===== config.mk =====
export PLATFORM = sky130hd
export DESIGN_NAME = cppc_ram
export DESIGN_NICKNAME = d
export VERILOG_FILES = /design/src/design/cppc_ram.sv
export SDC_FILE = /design/constraint.sdc
export NUM_CORES = 1
export LEC_CHECK = 0
export BUFFER_PORTS_ARGS = -buffer_cell sky130_fd_sc_hd__buf_2
export CELL_PAD_IN_SITES_DETAIL_PLACEMENT = 1
export CELL_PAD_IN_SITES_GLOBAL_PLACEMENT = 2
export CORE_MARGIN = 3
export CORE_UTILIZATION = 40
export DETAILED_ROUTE_END_ITERATION = 6
export GPL_ROUTABILITY_DRIVEN = 0
export PLACE_DENSITY_LB_ADDON = 0.1
export SYNTH_ARGS = -nofsm -noshare
export SYNTH_HDL_FRONTEND = slang
export SYNTH_SLANG_ARGS = --single-unit

===== constraint.sdc =====
create_clock -name clk -period 2.45 [get_ports clk]
set_clock_uncertainty 0.15 [all_clocks]
set_input_delay 0.3675 -clock clk [delete_from_list [all_inputs] [get_ports clk]]
set_output_delay 0.3675 -clock clk [all_outputs]
set_load 0.02 [all_outputs]

===== src/design/cppc_ram.sv =====
// Generic single-port RAM with registered read.
module cppc_ram #(
  parameter int WIDTH = 8,
  parameter int DEPTH = 16
) (
  input  logic                     clk,
  input  logic                     we,
  input  logic [$clog2(DEPTH)-1:0] addr,
  input  logic [WIDTH-1:0]         wdata,
  output logic [WIDTH-1:0]         rdata
);
  logic [WIDTH-1:0] mem [DEPTH];

  always_ff @(posedge clk) begin
    if (we) begin
      mem[addr] <= wdata;
    end
    rdata <= mem[addr];
  end
endmodule


==> flow_summary_export.csv <==
group,metric,value,unit
synthesis,synth_top_cell_area_share,75.85,%
global_routing,grt_max_degree,24,
global_routing,first_global_vias,2600,
synthesis,syn_avg_cell_area,22.03,µm²
hold_path,hold_path_end,"mem[6][6]$_DFFE_PP_",
floorplanning,start_util,41.50,%
timing,setup_tns,0,ns
pwr,powerDensity,872.2,nW/µm²
floorplanning,io_pins,22,
setup_path,critical_path_class,"input port to flip-flop",
setup_path,timing.rr.start,"mem[3][1]$_DFFE_PP_",
timing,finalCritPeriodShare,61.91,%
clock_network,clk_pin_slew,0.06,ns
floorplanning,die_h,118.6,µm
timing,hold_viol,0,
clock_network,clock-sinks,136,
timing,rsz0062_at_grt,"no",
route,wire_per_inst,21.73,µm
setup_path,crit_arrival,1.67,ns
setup_path,end_kind,"flip-flop",
cells_and_area,nets,296,
route,drtPass1Iterations,4,
setup_path,required,2.60,ns
setup_path,critPathMaxFanout,16,
clock_network,numCtsBuffers,17,
global_routing,grt-ovfl-total,0,
global_routing,grt_usage,15.92,%
synthesis,ys.flop_type,"edfxtp_1",
timing,finalCriticalPeriod,1.517,ns
hold_path,hp-class,"input port to flip-flop",
route,vias_per_cell,5.082,
cells_and_area,areaGrowthSynthToFinish,20.27,%
setup_path,r2r_slack,0.94,ns
setup_path,startpoint_type,"input port",
synthesis,yosys.area.top_type,"edfxtp_1",
placed_design,post-dp-hpwl,6.600,mm
synthesis,synth_warnings,0,
placed_design,port_buffers,21,
synthesis,synth.most_common_cell,"edfxtp_1",
synthesis,syn_area,5067,µm²
route,antenna_left,0,
run,maxCapViolations,0,
clock_network,ctsRootBufferMaster,"clkbuf_16",
cells_and_area,num_antenna_cells,0,
route,post-route-drc-count,0,
global_routing,antenna_found_initial,0,
synthesis,syn_inst,230,
clock_network,cts_tree,"built",
cells_and_area,postLayoutCellArea,6095,µm²
global_routing,grt_pass1_wl,15.78,mm
timing,slew_headroom,63.88,%
floorplanning,core-area,12210,µm²
synthesis,syn-num-nets,244,
pwr,ir_worst_vdd,608.8,µV
synthesis,synth_area_leaders,"edfxtp_1 (76%), mux4_2 (14%), dfxtp_1 (3.2%)",
floorplanning,fp.dieW,118.6,µm
clock_network,htreeDepth,4,
hold_path,holdPathStages,1,
synthesis,synth.top_cells.by_count,"edfxtp_1 (128), mux4_2 (32), a22oi_1 (16)",
synthesis,synth.ff_latch_count,136,
timing,worst_slew_pin_slew,0.5398,ns
pwr,finalPower,5.316,mW
pwr,power.leakage,2.032,nW
cells_and_area,post_route_cells_drive_above_1_share,35.59,%
floorplanning,die_area,14060,µm²
route,wl,10.06,mm
clock_network,clockBufferDepth,2,
timing,fmax,659.3,MHz
cells_and_area,num-fill-cells,1152,
placed_design,dpl_cell_area,5520,µm²
setup_path,ff2ff_path_depth,3,
clock_network,cts_setup_buffers,0,
synthesis,ys_types,18,
route,drt_iter0_markers,139,
clock_network,insertion_delay,0.42,ns
hold_path,min-delay-start,"wdata[6]",
synthesis,synth-edff-count,128,
route,vias,2353,
setup_path,worstReg2RegEnd,"rdata[1]$_DFF_P_",
clock_network,postCtsHoldBufs,0,
timing,setup_viol,0,
synthesis,seq_area_frac_synth,79.01,%
timing,final_max_slew_viol_count,0,
synthesis,synthArstFlopShare,0,%
run_status,status,"completed",
clock_network,ctsResizeCount,0,
floorplanning,rows,40,
-- how the worst max path moves through the flow --
stage	startpoint	endpoint	slack, ns	cells past startpoint
finish	addr[1]	rdata[1]$_DFF_P_	0.93	5
global route	mem[3][0]$_DFFE_PP_	rdata[0]$_DFF_P_	0.83	3
CTS	mem[3][0]$_DFFE_PP_	rdata[0]$_DFF_P_	0.92	3
detailed placement	addr[1]	rdata[7]$_DFF_P_	0.49	5
global placement	addr[1]	rdata[7]$_DFF_P_	0.49	5
floorplan	addr[2]	mem[0][0]$_DFFE_PP_	0.44	2
-- state kept, by name (all words and copies together), names as in the netlist --
name and count:
rdata 8, mem 128
-- metal layers --
layer | up-vias | global-route usage [%] | wire length [µm]
li1 | 1068 | - | -
met1 | 1239 | 20.55 | 4504
met2 | 39 | 24.97 | 5165
met3 | 7 | 5.215 | 310
met4 | 0 | 6.517 | 82
met5 | - | 0 | 0
-- cell usage in the layout (no fill, tap or decap), drive strengths merged --
| master | n |
|---|---|
| clkbuf | 22 |
| nand2 | 9 |
| clkinv | 7 |
| nand3b | 2 |
| nor2 | 13 |
| or3b | 1 |
| nor3 | 4 |
| clkinvlp | 1 |
| nand2b | 2 |
| edfxtp | 128 |
| nand3 | 1 |
| and2 | 1 |
| nor2b | 2 |
| mux4 | 32 |
| dfxtp | 8 |
| a22oi | 16 |
| buf | 44 |
| bufinv | 2 |
-- kinds of logic (layout without fill, tap and decap cells) --
family,after synthesis,after routing,share of synthesized area [%]
multiplexers,32,32,14.22
buffers and inverters,11,76,1.185
AO/OA/AOI/OAI,16,16,2.370
flip-flops,136,136,79.01
AND/OR/NAND/NOR,35,35,3.210
-- cell type report --
type                    instances  area [µm²]  share of cell area [%]
flip-flops and latches        136        4004                   65.69
multi-input cells              83        1003                   16.46
clock buffers                  22       474.2                   7.781
repair buffers                 44       302.8                   4.968
well taps                     168       210.2                   3.449
clock inverters                10       100.1                   1.642
-- report_power, final --
part	total, mW	internal [mW]	switching (mW)
registers	2.62	2.60	0.0142
clock network	2.43	1.56	0.875
logic	0.264	0.108	0.156
total	5.32	4.27	1.05
-- worst max-delay path: stages --
cell	delay [ns]
buf_2	0.34
buf_4	0.24
mux4_2	0.32
a22oi_1	0.30
nand2_1	0.09
-- through the flow --
step	cells	worst slack, ns	utilization [%]	hold WS [ns]
2_1_floorplan	230	0.4395	-	0.3164
3_3_place_gp	431	0.4891	45.20	0.5033
3_5_place_dp	431	0.4858	45.20	0.5098
4_1_cts	463	0.9229	49.91	0.1755
5_1_grt	463	0.8258	49.91	0.1880
6_report	463	0.9333	49.91	0.1899
No activity file was read; power rests on OpenSTA's default activity.
