## config.mk

```make
export PLATFORM = sky130hd
export DESIGN_NAME = cppc_mul
export DESIGN_NICKNAME = d
export VERILOG_FILES = /design/src/design/cppc_mul.sv
export SDC_FILE = /design/constraint.sdc
export NUM_CORES = 2
export LEC_CHECK = 0
export ABC_CLOCK_PERIOD_IN_PS = 8600
export BUFFER_PORTS_ARGS = -buffer_cell sky130_fd_sc_hd__buf_2
export CORE_MARGIN = 3
export CORE_UTILIZATION = 60
export CTS_BUF_LIST = sky130_fd_sc_hd__clkbuf_4 sky130_fd_sc_hd__clkbuf_8
export CTS_CLUSTER_DIAMETER = 60
export DETAILED_ROUTE_END_ITERATION = 8
export PLACE_DENSITY_LB_ADDON = 0.05
export RECOVER_POWER = 100
export SKIP_CTS_REPAIR_TIMING = 1
export SLEW_MARGIN = 20
export SYNTH_ARGS = -nofsm -noshare
export SYNTH_HDL_FRONTEND = slang
export SYNTH_SLANG_ARGS = --single-unit
```

## constraint.sdc

```tcl
create_clock -name clk -period 8.6 [get_ports clk]
set_input_delay 0.86 -clock clk [delete_from_list [all_inputs] [get_ports clk]]
set_output_delay 0.86 -clock clk [all_outputs]
set_load 0.02 [all_outputs]
```

## src/design/cppc_mul.sv

```systemverilog
// Shared signed multiplier with registered product.
module cppc_mul #(
  parameter int OP_BITS = 25
) (
  input  logic                        clk,
  input  logic signed [OP_BITS-1:0]   a,
  input  logic signed [OP_BITS-1:0]   b,
  output logic signed [2*OP_BITS-1:0] p
);
  always_ff @(posedge clk) begin
    p <= a * b;
  end
endmodule

```

==> results.rst <==
.. list-table::
   :header-rows: 1

   * - Metric
     - Value
   * - Outcome
     - completed
   * - CP startpoint kind
     - primary input
   * - Area contributors post-synth
     - fa_1 55%, inv_1 11%, and2_1 8.3%, ha_1 7.3%, nand2_1 4.8%
   * - Number of H-tree levels
     - 2
   * - Max Freq
     - 128 MHz
   * - Data arrival time at the worst-slack endpoint
     - 8.10 ns
   * - Global routing usage summed across all routing layers
     - 32.0%
   * - Number of maximum-capacitance constraint violations
     - 0
   * - Aggregate global routing overflow
     - 0
   * - Cell at the root of the clock tree
     - clkbuf_8
   * - Most frequent cell after synthesis
     - inv_1
   * - Summed instance area of the synthesized netlist
     - 24,000 um^2
   * - Share of final-layout standard cells stronger than drive strength 1
     - 3.13%
   * - Library cell contributing the largest single delay on the critical path
     - fa_1
   * - Number of sinks driven by the clock tree
     - 50
   * - Largest registers
     - p: 50 flops
   * - Minimum clock period after layout
     - 7.84 ns
   * - Maximum cell stage delay along the critical path
     - 0.56 ns
   * - Die height
     - 206 um
   * - Flip-flop count of the largest register after layout
     - 50
   * - Overall via count from detail_route
     - 17,014
   * - Number of global-route vias before repair
     - 18,986
   * - Filler cells
     - 3,409
   * - Setup repair after global routing missed its margin
     - no
   * - Number of cell rows
     - 72
   * - Post-placement cell count
     - 3,096
   * - Placed standard-cell area
     - 24,900 um^2
   * - Final estimated routing congestion in global placement
     - 0.914
   * - Top fanout value on the critical path
     - 19
   * - Initial Utilization
     - 61.4%
   * - Die outline width
     - 206 um
   * - Total negative slack
     - 0 ns
   * - 1st-iter DRT viols
     - 960
   * - Slew @ Worst Pin
     - 1.26 ns
   * - Proportion of netlist area held by the largest area contributor
     - 54.8%
   * - DRC errors left
     - 0
   * - Antenna violations before repair
     - 2
   * - Biggest register
     - p
   * - Vias per std cell
     - 5.48
   * - Post-DR wirelength/cell
     - 20.4 um
   * - Maximum number of pins on one net before global-route repair
     - 27
   * - Critical path's most frequent cell
     - fa_1
   * - Diodes inserted
     - 0
   * - Maximum root-to-sink buffer count
     - 2
   * - Global-route wire length before repair
     - 102 mm
   * - CTS clock-pin slew for the worst setup and hold paths
     - 0.12 ns
   * - Final Cell Area
     - 24,900 um^2
   * - Part of the Yosys area used for sequential elements
     - 4.17%
   * - I/O pin total
     - 101
   * - Number of distinct library cells after synthesis
     - 48
   * - Synth Register Bits
     - 50
   * - Synth cell count leaders
     - 699 x inv_1, 658 x fa_1, 320 x and2_1, 308 x nand2_1, 141 x ha_1
   * - Cell Count, Final, Fillers Out
     - 3,104
   * - Library cell occupying the most area in the post-synthesis netlist
     - fa_1
   * - Relative max-transition margin
     - 16.2%
   * - Warnings from Yosys
     - 0
   * - Final period utilization
     - 91.1%
   * - Total half-perimeter wirelength after legalization and detailed placement
     - 51.6 mm
   * - Nets in the synthesized netlist
     - 3,412
   * - Number of search-and-repair iterations in the first detailed-routing pass
     - 5
   * - Area Growth Syn to Fin
     - 3.82%
   * - Count of nets after finishing
     - 3,435
   * - Remaining antenna violation count
     - 0
   * - Type of the worst setup path
     - primary input to flip-flop
   * - Async S/R FF share, synth
     - 0%
   * - Area occupied by multi-input gates
     - 20,000 um^2
   * - Area taken by flip-flops and latches
     - 1000 um^2
   * - Critical path endpoint category
     - flip-flop
   * - Die footprint
     - 42,500 um^2
   * - Clock tree from TritonCTS
     - done
   * - Average size of a mapped cell
     - 9.38 um^2
   * - Hold violation total from the final report
     - 0
   * - Inserted Clock Buffers
     - 5
   * - Number of enable flip-flop cells after synthesis
     - 0
   * - Area of the core
     - 39,100 um^2
   * - Post-detailed-routing wire length
     - 63.5 mm
   * - Worst min-delay path category
     - primary input to flip-flop
   * - Most common flop cell mapped by yosys
     - dfxtp_1
   * - Required time reported for the critical path endpoint
     - 8.86 ns
   * - Number of port buffers
     - 100
   * - Count of final max-slew check failures
     - 0
   * - Final setup violation count
     - 0
   * - Synthesized netlist cell count
     - 2,562
-- area by class of cell --
class                           instances  area share (%)
Clock buffer                            5           0.276
Timing Repair Buffer                  120            2.32
Inverter                              699            10.5
Tap cell                              518            2.60
Sequential cell                        50            4.01
Clock inverter                          3           0.115
Multi-Input combinational cell       1709            80.2
-- final timing paths --
check / start / end / slack [ns] / cells after the start
max: b[4] / p[48] / 0.76 / 25
min: b[0] / p[0] / 1.02 / 2
-- metrics by stage --
| step | setup slack, ns | util [%] | hold slack, ns |
|---|---|---|---|
| after floorplan | 1.12 | - | 0.987 |
| after global placement | 0.712 | 63.8 | 1.28 |
| after detailed placement | 0.631 | 63.8 | 1.28 |
| after CTS | 1.05 | 64.0 | 0.970 |
| after global routing | 0.346 | 63.8 | 1.02 |
| final | 0.762 | 63.8 | 1.02 |
-- critical path, delay by kind of cell --
| family | cells | cell delay [ns] |
|---|---|---|
| XOR/XNOR | 1 | 0.15 |
| AO/OA/AOI/OAI | 8 | 1.93 |
| buffers and inverters | 7 | 1.01 |
| AND/OR/NAND/NOR | 1 | 0.15 |
| adder cells (fa/ha/maj) | 8 | 3.97 |
-- cell families after synthesis --
kind of cell	Yosys count	share of synthesized area [%]
adder cells (fa/ha/maj)	799	62.2
AO/OA/AOI/OAI	137	3.94
buffers and inverters	803	12.5
XOR/XNOR	58	2.11
flip-flops	50	4.17
AND/OR/NAND/NOR	714	15.0
multiplexers	1	0.0469
-- cells in the final DEF, fill, tap and decap left out, types with 3 or more instances in the layout --
cell type  synthesis  routed
clkbuf_8           0       5
dfxtp_1           50      50
buf_4              0      18
a21boi_0           2       3
nor2_1            30      30
nor3_1             6       6
fa_1             658     658
buf_2              0      49
o41ai_1            3       4
nand3_1            6       6
a21oi_1           43      43
nor2b_1           21      21
a21o_1            22      22
ha_1             141     141
nand2b_1          11      11
clkbuf_1         104      53
xor2_1            19      19
xnor2_1           39      39
a211oi_1           3       3
o21ai_0           19      24
o21a_1             5       5
a211o_1            3       3
nand2_1          308     308
and2_1           320     316
nand4_1            8       8
inv_1            699     699
and2_0             0       4
o21bai_1           7       7
-- metal layers --
layer / part of all wire [%] / vias to the layer above / global-route usage (%)
met5: 0 / - / 0
met3: 5.3 / 166 / 3.32
met4: 5.8 / 0 / 15.8
met1: 35 / 8956 / 37.3
li1: - / 7311 / -
met2: 54 / 581 / 58.8
Power is left out: the tool's default activity adds up to more than one toggle a clock period on the data nets, which glitch-free logic cannot reach.
